$ cat src/rtl/core/bdq_pkg.sv
// Shared types and codes for the bounded deque.
`timescale 1ns / 1ps

package bdq_pkg;

    localparam int WORD_W = 32;
    localparam int OP_W   = 4;
    localparam int KCNT_W = 7;

    localparam logic [OP_W-1:0] OP_PUSH_FRONT = 4'd0;
    localparam logic [OP_W-1:0] OP_PUSH_BACK  = 4'd1;
    localparam logic [OP_W-1:0] OP_POP_FRONT  = 4'd2;
    localparam logic [OP_W-1:0] OP_POP_BACK   = 4'd3;
    localparam logic [OP_W-1:0] OP_CLEAR      = 4'd4;
    localparam logic [OP_W-1:0] OP_REMOVE     = 4'd5;
    localparam logic [OP_W-1:0] OP_EMIT_ALL   = 4'd6;
    localparam logic [OP_W-1:0] OP_EMIT_FIRST = 4'd7;
    localparam logic [OP_W-1:0] OP_EMIT_LAST  = 4'd8;

    typedef enum logic [1:0] {
        S_IDLE,
        S_SCAN,
        S_SHIFT,
        S_EMIT
    } t_state;

endpackage

$ cat src/rtl/core/bdq_mem.sv
// Element store: one write port, one read port with registered read data.
`timescale 1ns / 1ps

module bdq_mem #(
    parameter int CAPACITY = 64
) (
    input  logic                                i_clk,
    input  logic                                i_we,
    input  logic [$clog2(CAPACITY)-1:0]         i_waddr,
    input  logic signed [bdq_pkg::WORD_W-1:0]   i_wdata,
    input  logic [$clog2(CAPACITY)-1:0]         i_raddr,
    output logic signed [bdq_pkg::WORD_W-1:0]   o_rdata
);

    logic signed [bdq_pkg::WORD_W-1:0] r_mem [CAPACITY];

    always_ff @(posedge i_clk) begin
        if (i_we) begin
            r_mem[i_waddr] <= i_wdata;
        end
        o_rdata <= r_mem[i_raddr];
    end

endmodule

$ cat src/rtl/core/bdq_slot.sv
// Circular address unit: (base + offset) mod CAPACITY.
`timescale 1ns / 1ps

module bdq_slot #(
    parameter int CAPACITY = 64
) (
    input  logic [$clog2(CAPACITY)-1:0]   i_base,
    input  logic [$clog2(CAPACITY+1)-1:0] i_offset,
    output logic [$clog2(CAPACITY)-1:0]   o_slot
);

    localparam int IDX_W = $clog2(CAPACITY);
    localparam int CNT_W = $clog2(CAPACITY + 1);

    logic [CNT_W:0] sum;
    logic [CNT_W:0] wrapped;

    always_comb begin
        sum = (CNT_W + 1)'(i_base) + (CNT_W + 1)'(i_offset);
        if (sum >= (CNT_W + 1)'(CAPACITY)) begin
            wrapped = sum - (CNT_W + 1)'(CAPACITY);
        end else begin
            wrapped = sum;
        end
        o_slot = wrapped[IDX_W-1:0];
    end

endmodule

$ cat src/rtl/core/bdq_ctrl.sv
// Command sequencer: pointers, fill count, scan/shift/emit walks.
`timescale 1ns / 1ps

module bdq_ctrl #(
    parameter int CAPACITY = 64
) (
    input  logic                                i_clk,
    input  logic                                i_rst_n,
    input  logic                                start,
    output logic                                busy,
    input  logic [bdq_pkg::OP_W-1:0]            i_operation,
    input  logic signed [bdq_pkg::WORD_W-1:0]   i_value,
    input  logic [bdq_pkg::KCNT_W-1:0]          i_count,
    input  logic signed [bdq_pkg::WORD_W-1:0]   i_rd_data,
    output logic                                o_we,
    output logic [$clog2(CAPACITY)-1:0]         o_waddr,
    output logic signed [bdq_pkg::WORD_W-1:0]   o_wdata,
    output logic [$clog2(CAPACITY)-1:0]         o_raddr,
    output logic                                o_strobe,
    output logic                                o_is_last
);

    localparam int IDX_W = $clog2(CAPACITY);
    localparam int CNT_W = $clog2(CAPACITY + 1);

    bdq_pkg::t_state r_state, n_state;
    logic [IDX_W-1:0] r_front, n_front;
    logic [CNT_W-1:0] r_fill, n_fill;
    logic [CNT_W-1:0] r_idx, n_idx;
    logic [CNT_W-1:0] r_left, n_left;
    logic [IDX_W-1:0] r_prev_addr, n_prev_addr;
    logic [IDX_W-1:0] r_wr_addr, n_wr_addr;
    logic             r_cmp_valid, n_cmp_valid;
    logic signed [bdq_pkg::WORD_W-1:0] r_val, n_val;
    logic             r_pend, n_pend;
    logic             r_pend_last, n_pend_last;

    logic [CNT_W-1:0] offset;
    logic [IDX_W-1:0] slot;
    logic [CNT_W-1:0] emit_n;

    bdq_slot #(.CAPACITY(CAPACITY)) u_slot (
        .i_base  (r_front),
        .i_offset(offset),
        .o_slot  (slot)
    );

    always_ff @(posedge i_clk) begin
        if (!i_rst_n) begin
            r_state     <= bdq_pkg::S_IDLE;
            r_front     <= '0;
            r_fill      <= '0;
            r_cmp_valid <= 1'b0;
            r_pend      <= 1'b0;
            r_pend_last <= 1'b0;
        end else begin
            r_state     <= n_state;
            r_front     <= n_front;
            r_fill      <= n_fill;
            r_cmp_valid <= n_cmp_valid;
            r_pend      <= n_pend;
            r_pend_last <= n_pend_last;
        end
    end

    always_ff @(posedge i_clk) begin
        r_idx       <= n_idx;
        r_left      <= n_left;
        r_prev_addr <= n_prev_addr;
        r_wr_addr   <= n_wr_addr;
        r_val       <= n_val;
    end

    always_comb begin
        if (i_operation != bdq_pkg::OP_EMIT_ALL &&
            i_count < bdq_pkg::KCNT_W'(r_fill)) begin
            emit_n = i_count[CNT_W-1:0];
        end else begin
            emit_n = r_fill;
        end
    end

    always_comb begin
        n_state     = r_state;
        n_front     = r_front;
        n_fill      = r_fill;
        n_idx       = r_idx;
        n_left      = r_left;
        n_prev_addr = r_prev_addr;
        n_wr_addr   = r_wr_addr;
        n_cmp_valid = r_cmp_valid;
        n_val       = r_val;
        n_pend      = 1'b0;
        n_pend_last = 1'b0;
        offset      = r_idx;
        o_we        = 1'b0;
        o_waddr     = slot;
        o_wdata     = i_value;

        unique case (r_state)
            bdq_pkg::S_IDLE: begin
                unique case (i_operation)
                    bdq_pkg::OP_PUSH_FRONT: offset = CNT_W'(CAPACITY - 1);
                    bdq_pkg::OP_PUSH_BACK:  offset = r_fill;
                    bdq_pkg::OP_POP_FRONT:  offset = CNT_W'(1);
                    default:                offset = '0;
                endcase
                if (start) begin
                    unique case (i_operation)
                        bdq_pkg::OP_PUSH_FRONT: begin
                            if (r_fill < CNT_W'(CAPACITY)) begin
                                o_we    = 1'b1;
                                n_front = slot;
                                n_fill  = r_fill + 1'b1;
                            end
                        end
                        bdq_pkg::OP_PUSH_BACK: begin
                            if (r_fill < CNT_W'(CAPACITY)) begin
                                o_we   = 1'b1;
                                n_fill = r_fill + 1'b1;
                            end
                        end
                        bdq_pkg::OP_POP_FRONT: begin
                            if (r_fill != '0) begin
                                n_front = slot;
                                n_fill  = r_fill - 1'b1;
                            end
                        end
                        bdq_pkg::OP_POP_BACK: begin
                            if (r_fill != '0) begin
                                n_fill = r_fill - 1'b1;
                            end
                        end
                        bdq_pkg::OP_CLEAR: begin
                            n_fill  = '0;
                            n_front = '0;
                        end
                        bdq_pkg::OP_REMOVE: begin
                            if (r_fill != '0) begin
                                n_state     = bdq_pkg::S_SCAN;
                                n_idx       = '0;
                                n_cmp_valid = 1'b0;
                                n_val       = i_value;
                            end
                        end
                        bdq_pkg::OP_EMIT_ALL, bdq_pkg::OP_EMIT_FIRST,
                        bdq_pkg::OP_EMIT_LAST: begin
                            if (emit_n != '0) begin
                                n_state = bdq_pkg::S_EMIT;
                                n_left  = emit_n;
                                n_idx   = (i_operation == bdq_pkg::OP_EMIT_LAST) ?
                                          r_fill - emit_n : '0;
                            end
                        end
                        default: ;
                    endcase
                end
            end
            bdq_pkg::S_SCAN: begin
                if (r_cmp_valid && i_rd_data == r_val) begin
                    if (r_idx >= r_fill) begin
                        n_fill  = r_fill - 1'b1;
                        n_state = bdq_pkg::S_IDLE;
                    end else begin
                        n_state     = bdq_pkg::S_SHIFT;
                        n_wr_addr   = r_prev_addr;
                        n_prev_addr = slot;
                        n_idx       = r_idx + 1'b1;
                    end
                end else if (r_idx == r_fill) begin
                    n_state = bdq_pkg::S_IDLE;
                end else begin
                    n_prev_addr = slot;
                    n_idx       = r_idx + 1'b1;
                    n_cmp_valid = 1'b1;
                end
            end
            bdq_pkg::S_SHIFT: begin
                o_we      = 1'b1;
                o_waddr   = r_wr_addr;
                o_wdata   = i_rd_data;
                n_wr_addr = r_prev_addr;
                if (r_idx < r_fill) begin
                    n_prev_addr = slot;
                    n_idx       = r_idx + 1'b1;
                end else begin
                    n_fill  = r_fill - 1'b1;
                    n_state = bdq_pkg::S_IDLE;
                end
            end
            bdq_pkg::S_EMIT: begin
                n_pend      = 1'b1;
                n_pend_last = (r_left == CNT_W'(1));
                n_idx       = r_idx + 1'b1;
                n_left      = r_left - 1'b1;
                if (r_left == CNT_W'(1)) begin
                    n_state = bdq_pkg::S_IDLE;
                end
            end
            default: n_state = bdq_pkg::S_IDLE;
        endcase
    end

    assign o_raddr   = slot;
    assign busy      = (r_state != bdq_pkg::S_IDLE);
    assign o_strobe  = r_pend;
    assign o_is_last = r_pend & r_pend_last;

endmodule

$ cat src/rtl/core/bounded_deque_with_value_delete.sv
// Top level of the bounded double-ended queue with delete by value.
//
// Command channel: a word (i_operation, i_value, i_count) is taken at a rising
// edge with start high and busy low. Push, pop, clear and unused codes finish
// in the accepting cycle; busy stays low.
// Remove by value walks the stored elements one per cycle through the shared
// circular address unit and the single read port of the store, first for the
// search and then for the gap closing.
// Emit commands read one element per cycle.
// Each result word appears on o_element / o_is_last for one cycle with
// o_strobe high, the first after the emit state reads it from the store,
// then one per cycle in front-to-back order; o_is_last marks the final word.
// The receiver cannot stall; every strobe is a delivered word.
// Reset (synchronous, active low) empties the queue and returns to idle;
// the store contents are not cleared.
`timescale 1ns / 1ps

module bounded_deque_with_value_delete #(
    parameter int CAPACITY = 64
) (
    input  logic                                i_clk,
    input  logic                                i_rst_n,
    input  logic                                start,
    output logic                                busy,
    input  logic [bdq_pkg::OP_W-1:0]            i_operation,
    input  logic signed [bdq_pkg::WORD_W-1:0]   i_value,
    input  logic [bdq_pkg::KCNT_W-1:0]          i_count,
    output logic                                o_strobe,
    output logic signed [bdq_pkg::WORD_W-1:0]   o_element,
    output logic                                o_is_last
);

    localparam int IDX_W = $clog2(CAPACITY);

    logic                              we;
    logic [IDX_W-1:0]                  waddr;
    logic signed [bdq_pkg::WORD_W-1:0] wdata;
    logic [IDX_W-1:0]                  raddr;
    logic signed [bdq_pkg::WORD_W-1:0] rdata;

    bdq_ctrl #(.CAPACITY(CAPACITY)) u_ctrl (
        .i_clk      (i_clk),
        .i_rst_n    (i_rst_n),
        .start      (start),
        .busy       (busy),
        .i_operation(i_operation),
        .i_value    (i_value),
        .i_count    (i_count),
        .i_rd_data  (rdata),
        .o_we       (we),
        .o_waddr    (waddr),
        .o_wdata    (wdata),
        .o_raddr    (raddr),
        .o_strobe   (o_strobe),
        .o_is_last  (o_is_last)
    );

    bdq_mem #(.CAPACITY(CAPACITY)) u_mem (
        .i_clk  (i_clk),
        .i_we   (we),
        .i_waddr(waddr),
        .i_wdata(wdata),
        .i_raddr(raddr),
        .o_rdata(rdata)
    );

    assign o_element = rdata;

endmodule

$ cat config.mk
export PLATFORM = sky130hd
export DESIGN_NAME = bounded_deque_with_value_delete
export DESIGN_NICKNAME = d
export VERILOG_FILES = /design/src/rtl/core/bdq_pkg.sv /design/src/rtl/core/bdq_mem.sv /design/src/rtl/core/bdq_slot.sv /design/src/rtl/core/bdq_ctrl.sv /design/src/rtl/core/bounded_deque_with_value_delete.sv
export SDC_FILE = /design/constraint.sdc
export NUM_CORES = 2
export LEC_CHECK = 0
export BUFFER_PORTS_ARGS = -buffer_cell sky130_fd_sc_hd__buf_2
export CAP_MARGIN = 0
export CORE_ASPECT_RATIO = 0.9
export CORE_MARGIN = 3
export CORE_UTILIZATION = 60
export DETAILED_ROUTE_END_ITERATION = 10
export PLACE_DENSITY = 0.76
export SLEW_MARGIN = 20
export SYNTH_ARGS = -nofsm -noshare
export SYNTH_HDL_FRONTEND = slang
export SYNTH_SLANG_ARGS = --single-unit
$ cat constraint.sdc
create_clock -name i_clk -period 12.6 [get_ports i_clk]
set_input_delay 0.63 -clock i_clk [delete_from_list [all_inputs] [get_ports i_clk]]
set_output_delay 0.63 -clock i_clk [all_outputs]
set_load 0.03 [all_outputs]
[Yosys cells after proc, flatten, opt, wreduce, memory -nomap -nowiden]
Memories as Yosys holds them, arrays and structs flattened. A register that Yosys moved wholly into a read port is not among the register bits.
Index checks and enable logic that the tools add are counted.
Cells by class
  add/sub/neg operators: 7
  $lt $le $gt $ge: 5
  equality and inequality tests: 39
  multiplexer cells: 62
  bitwise operators: 1
  reductions and logical operators: 25
Operators with widths (count)
  $mux W7: 19
  $pmux W7 S3: 3
  $mux W6: 10
  $eq A32 B32 Y1: 1
  $mux W32: 1
  $pmux W7 S2: 2
  $pmux W7 S4: 1
  $pmux W6 S2: 2
  $pmux W6 S3: 1
  $eq A4 B3 Y1 const B: 4
  $mux W2: 8
  $ne A2 B1 Y1 const B: 8
  $ne A3 B2 Y1 const B: 5
  $add A7 B1 Y7 const B: 2
  $lt A7 B7 Y1: 2
  $ne A2 B2 Y1 const B: 7
  $reduce_and A7 Y1: 2
  $reduce_bool A7 Y1: 2
  $sub A7 B1 Y7 const B: 2
  $reduce_and A4 Y1: 3
  $mux W1: 11
  $add A6 B7 Y8: 1
  $eq A4 B2 Y1 const B: 2
  $ge A8 B7 Y1 const B: 1
  other kinds (30): 39
Storage, ports and cells
  bits in registers: 76
  RAM bits: 2048
  output and inout bits: 35
  logic and storage cells: 151
  memories kept: 1
Memory list
  u_mem.r_mem: depth 64, bits a word 32, read ports 1, clocked after Yosys merged registers in 1, wr ports 1, RTL line bdq_mem.sv:15  | logic signed [bdq_pkg::WORD_W-1:0] r_mem [CAPACITY];

[Depth between registers and ports, before layout]
  depth in word-level cells: 9
  depth in mapped cells: 18

[Hierarchy]
A second synthesis with hierarchy kept.
Unflattened totals
  cell total of the unflattened synthesis: 3811
  area, all modules: 83676.5 µm²
Modules (own cells, without submodules)
  bdq_mem: instances 1, cells each 3323, area an instance 78521.6 µm², seq. area each 62139.6 µm²
  bdq_ctrl: instances 1, cells each 469, area an instance 4968.5 µm², seq. area each 2102.0 µm²
  bdq_slot: instances 1, cells each 19, area an instance 186.4 µm², seq. area each 0.0 µm²

[Worst setup path after synthesis]
No wires, ideal clock.
  kind: input-to-reg
  start point: input i_operation[1] (netlist bit)
  end point: memory u_mem.r_mem[40][0] (netlist bit) (enable)
  setup time: 0.421 ns
  data arrival time: 4.566 ns
  required time: 12.179 ns
  path slack: 7.613 ns
  stages on the path: 14
  path buffers: 3
  path through: buf_2 > nor3_4 > nand3_1 > o21ai_0 > ha_1 > a21oi_1 > nand2_1 > xor2_1 > clkbuf_1 > clkbuf_1 > nand2_1 > o32ai_1 > nand2_1 > nor2_1
On the way
  word-level cells in the longest chain between the ends: 7
  elaborated cells on any way between the ends: 16
  classes of those cells: add/sub: 2; order compare: 1; eq/ne: 2; mux: 9; reduce/logical: 2
RTL lines
  from (decl): RTL line bounded_deque_with_value_delete.sv:25  | input logic [bdq_pkg::OP_W-1:0] i_operation,
  $eq A4 B2 Y1 (tied with other cells): RTL line bdq_ctrl.sv:102  | unique case (i_operation)
  $pmux W7 S3 *: RTL line bdq_ctrl.sv:102
  $mux W7 *: RTL line bdq_ctrl.sv:100  | unique case (r_state)
  $add A6 B7 Y8 *: RTL line bdq_slot.sv:19  | sum = (CNT_W + 1)'(i_base) + (CNT_W + 1)'(i_offset);
  $ge A8 B7 Y1 or $sub A6 B1 Y6 (tied branches): RTL line bdq_slot.sv:20, bdq_slot.sv:21
  $mux W6 *: RTL line bdq_slot.sv:20  | if (sum >= (CNT_W + 1)'(CAPACITY)) begin
  named net raddr[3]: RTL line bounded_deque_with_value_delete.sv:38  | logic [IDX_W-1:0] raddr;
  $mux W6 *: RTL line bdq_ctrl.sv:100
  to (decl): RTL line bdq_mem.sv:15
The timed path passes the listed nets; every way through them passes the cells marked *.

[Worst setup path after layout]
  start point: register u_ctrl.r_state[0]
  end point: register u_mem.o_rdata[21] (netlist bit), read port of u_mem.r_mem
On the way
  word-level cells in the longest chain between the ends: 5
  elaborated cells on any way between the ends: 6
  classes of those cells: add/sub: 2; order compare: 1; mux: 2; reduce/logical: 1
RTL lines
  from (decl): RTL line bdq_ctrl.sv:26  | bdq_pkg::t_state r_state, n_state;
  from (signal assigned): RTL line bdq_ctrl.sv:50  | r_state <= bdq_pkg::S_IDLE;
  from (signal assigned): RTL line bdq_ctrl.sv:57  | r_state <= n_state;
  $logic_not A2 Y1 *: RTL line bdq_ctrl.sv:100
  $mux W7 *: RTL line bdq_ctrl.sv:100
  $add A6 B7 Y8 *: RTL line bdq_slot.sv:19
  $ge A8 B7 Y1 or $sub A6 B1 Y6 (tied branches): RTL line bdq_slot.sv:20, bdq_slot.sv:21
  $mux W6 *: RTL line bdq_slot.sv:20
  named net raddr[0]: RTL line bounded_deque_with_value_delete.sv:38
  to (decl): RTL line bdq_mem.sv:12  | output logic signed [bdq_pkg::WORD_W-1:0] o_rdata
Marks and branches as above.
A chain may end at the register's enable or synchronous reset.

==> results.md <==
* Drt drc at 0
* Final ANT Viol Nets at 1
* Share of layout cells above drive strength 1 at 31.5%
* Mapped Avg Cell Area at between 20 and 25 um^2
* Layout Nets at between 3,000 and 4,000
* Antenna violations before repair at 14
* Die area at about 140,000 um^2
* CTS H-tree depth at 4
* Area of the multi-input gates at approximately 19,000 um^2
* Synth Instances at approximately 3,500
* Unique masters post-synth at 58
* Yosys reg bits at 2,156
* Filler cells at between 7,000 and 8,000
* Reg2reg path depth at 10
* Synth cell count leaders: edfxtp_1 (2,106), mux4_2 (672), clkbuf_1 (94)
* Slew Limit Fails at 0
* Minimum clock period at 6430 ps
* Max-cap viol count at 0
* Reg clk slew, reported paths at 60 ps
* Number of port buffers at 80
* Mapped cell area at ~83,000 um^2
* Area Growth Syn to Fin at 11.9%
* Root buf cell: clkbuf_16
* Initial DRC Count at roughly 6,600
* Row count at approximately 130
* Fmax at 156 MHz
* Reg area at ~64,000 um^2
* Failing checks: antenna violations
* Vias in the first global route at 40,442
* Sink Count at approximately 2,200
* WP data arrival at between 7000 and 8000 ps
* Crit-path max cell delay at 940 ps
* Crit path capture type: register
* Num CTS Buffers at 202
* Hold Path Depth at 1
* CP cell instances: inv_1 > ha_1 > o21ai_0 > ha_4 > buf_12 > buf_12 > buf_4 > mux4_2 > mux4_2 > mux4_2
* Post-Route Skew at 29.5 ps
* Horiz. Die Dim at ~400 um
* Outcome: finished, violations left
* Worst slack, placed at between 6000 and 7000 ps
* Power per Cell Area at 207 nW/um^2
* Final setup fails at 0
* Cts hold-fix bufs at 10
* Synth area leaders: edfxtp_1 (76%), mux4_2 (18%), dfxtp_1 (1.2%)
* Max VDD drop at ~0.18 mV
* Slew headroom at about 26%
* Post-synth ARST share at 0%
* Crit start category: register
* Initial Utilization at just over 60%
* Gr ovfl total at 0
* Count leader, synth: edfxtp_1
* Clk_lat worst skew at approximately 800 ps
* WL/cell at between 30 and 40 um
* I/O pins at 81
* Final instance area at between 90,000 and 100,000 um^2
* Clk buf depth at 3
* Die H at about 360 um
* Drt pass-1 iters at 6
* Worst Max-Slew Pin Slew at roughly 1100 ps
* Cell taking the most area after synthesis: edfxtp_1
* Syn. warnings at 0
* Vias post-DR at 40,353
* Vias per cell at approximately 7.1
* Slack of the critical path at between 6000 and 7000 ps
* Syn nets at 3,584
* Hold Violations, Final at 0
* Total track usage at between 20% and 30%
* RSZ-0062 raised after global routing: no
* Critical setup path kind: register to register
* Crit-path slowest cell: ha_4
* CTS tree: yes
* Most used cell, CP: mux4_2
* Ys flop type: edfxtp_1
* Seq/Total Area, Yosys at between 70 and 80%
* Post-synth EDFFs at approximately 2,100
* Post-CTS Setup Inserts at 0
* First-pass GRT wire length at ~300,000 um
* Setup TNS at 0 ps
* PostCTS Resize Cnt at 0
* Final period util at between 50% and 60%
* CP max FO at 106
* DP Area at about 87,000 um^2
* GP Congestion at between 0.8 and 0.9
* Synth top area share at between 70% and 80%
* CORE AREA at 138,000 um^2
* Placed wire-length estimate at 107,000 um
* Pin count of the biggest net entering global routing at around 160
* P_leak at roughly 28 nW
* Reg2Reg Setup Slack at slightly above 6000 ps
* Routed WL at ~210,000 um
* CP required at around 13,000 ps
* Worst hold path class: primary input to register
kinds of logic after synthesis:
family                     after synthesis  synth area share [%]
xor gates and xnor gates                55                 0.600
muxes                                  716                  18.7
buffers and inverters                  201                 0.984
and+or+nand+nor                        230                  1.25
AOI/OAI and AO/OA                      100                 0.782
DFF                                   2156                  77.0
adders and majority gates               40                 0.618
through the flow:
step / hold slack [ps] / utilization [%] / total power, mW / cells
floorplan: 400 / - / 11.8 / 3498
global placement: 404 / 62.9 / 13.3 / 5330
detailed placement: 406 / 62.9 / 13.4 / 5330
CTS: 0.244 / 67.6 / 19.3 / 5712
global route: 18.2 / 67.7 / 19.9 / 5713
finish: 48.0 / 67.8 / 19.3 / 5719
power breakdown:
part	internal (mW)	total, mW	switching, mW
Sequential	8.17	8.42	0.255
Combinational	2.24	4.98	2.74
Clock	3.35	5.93	2.59
flip-flops by register name, summed over array words and instances, names as in the netlist:
| name | cells |
|---|---|
| u_mem.r_mem | 2048 |
| u_ctrl.r_state | 2 |
| u_ctrl.r_left | 7 |
| u_ctrl.r_fill | 7 |
| u_ctrl.r_idx | 7 |
| u_ctrl.r_wr_addr | 6 |
| u_ctrl.r_pend_last | 1 |
| u_ctrl.o_strobe | 1 |
| u_ctrl.r_cmp_valid | 1 |
| u_ctrl.r_front | 6 |
| u_mem.o_rdata | 32 |
| u_ctrl.r_prev_addr | 6 |
| u_ctrl.r_val | 32 |
worst max-delay path, delay by kind of cell (launching register included):
family | cells | cell delay [ps]
DFF | 1 | 340
buffers and inverters | 4 | 2300
AOI/OAI and AO/OA | 1 | 270
adders and majority gates | 2 | 1450
muxes | 3 | 1680
cells in the final DEF (no fill, tap or decap), types with 38 or more instances in the layout:
cell	synthesis	final
edfxtp_1	2106	2106
clkinv_1	0	38
xnor2_1	42	41
nand2_1	65	65
buf_4	0	83
clkbuf_1	94	61
dfxtp_1	50	50
mux4_2	672	672
nor2_4	0	65
clkbuf_16	0	209
buf_2	47	80
final cells by class:
cell class              instances  share of cell area, %
well taps                    1834                   2.46
clock buffers                 281                   6.01
repair buffers                179                   1.32
multi-input cells            1141                   20.4
flip-flops and latches       2156                   68.9
inverters                      31                  0.133
clock inverters                91                  0.837
diodes                          6                 0.0161
per-layer routing:
layer / global-route usage [%] / wire [um] / vias up
li1: - / - / 15428
met1: 43.5 / 76100 / 21329
met2: 45.1 / 99600 / 3131
met3: 8.40 / 28300 / 459
met4: 9.19 / 6590 / 6
met5: 0 / 37 / -
final timing paths:
path / endpoint / startpoint
worst max-delay path: u_mem.o_rdata[21]$_DFF_P_ / u_ctrl.r_state[0]$_SDFFE_PN0P_
worst min-delay path: u_ctrl.r_val[30]$_DFFE_PP_ / i_value[30]
worst max register to register: u_mem.o_rdata[21]$_DFF_P_ / u_ctrl.r_state[0]$_SDFFE_PN0P_
worst min register to register: u_ctrl.r_wr_addr[3]$_DFFE_PP_ / u_ctrl.r_prev_addr[3]$_DFFE_PP_
No activity file was read; power rests on OpenSTA's default activity.
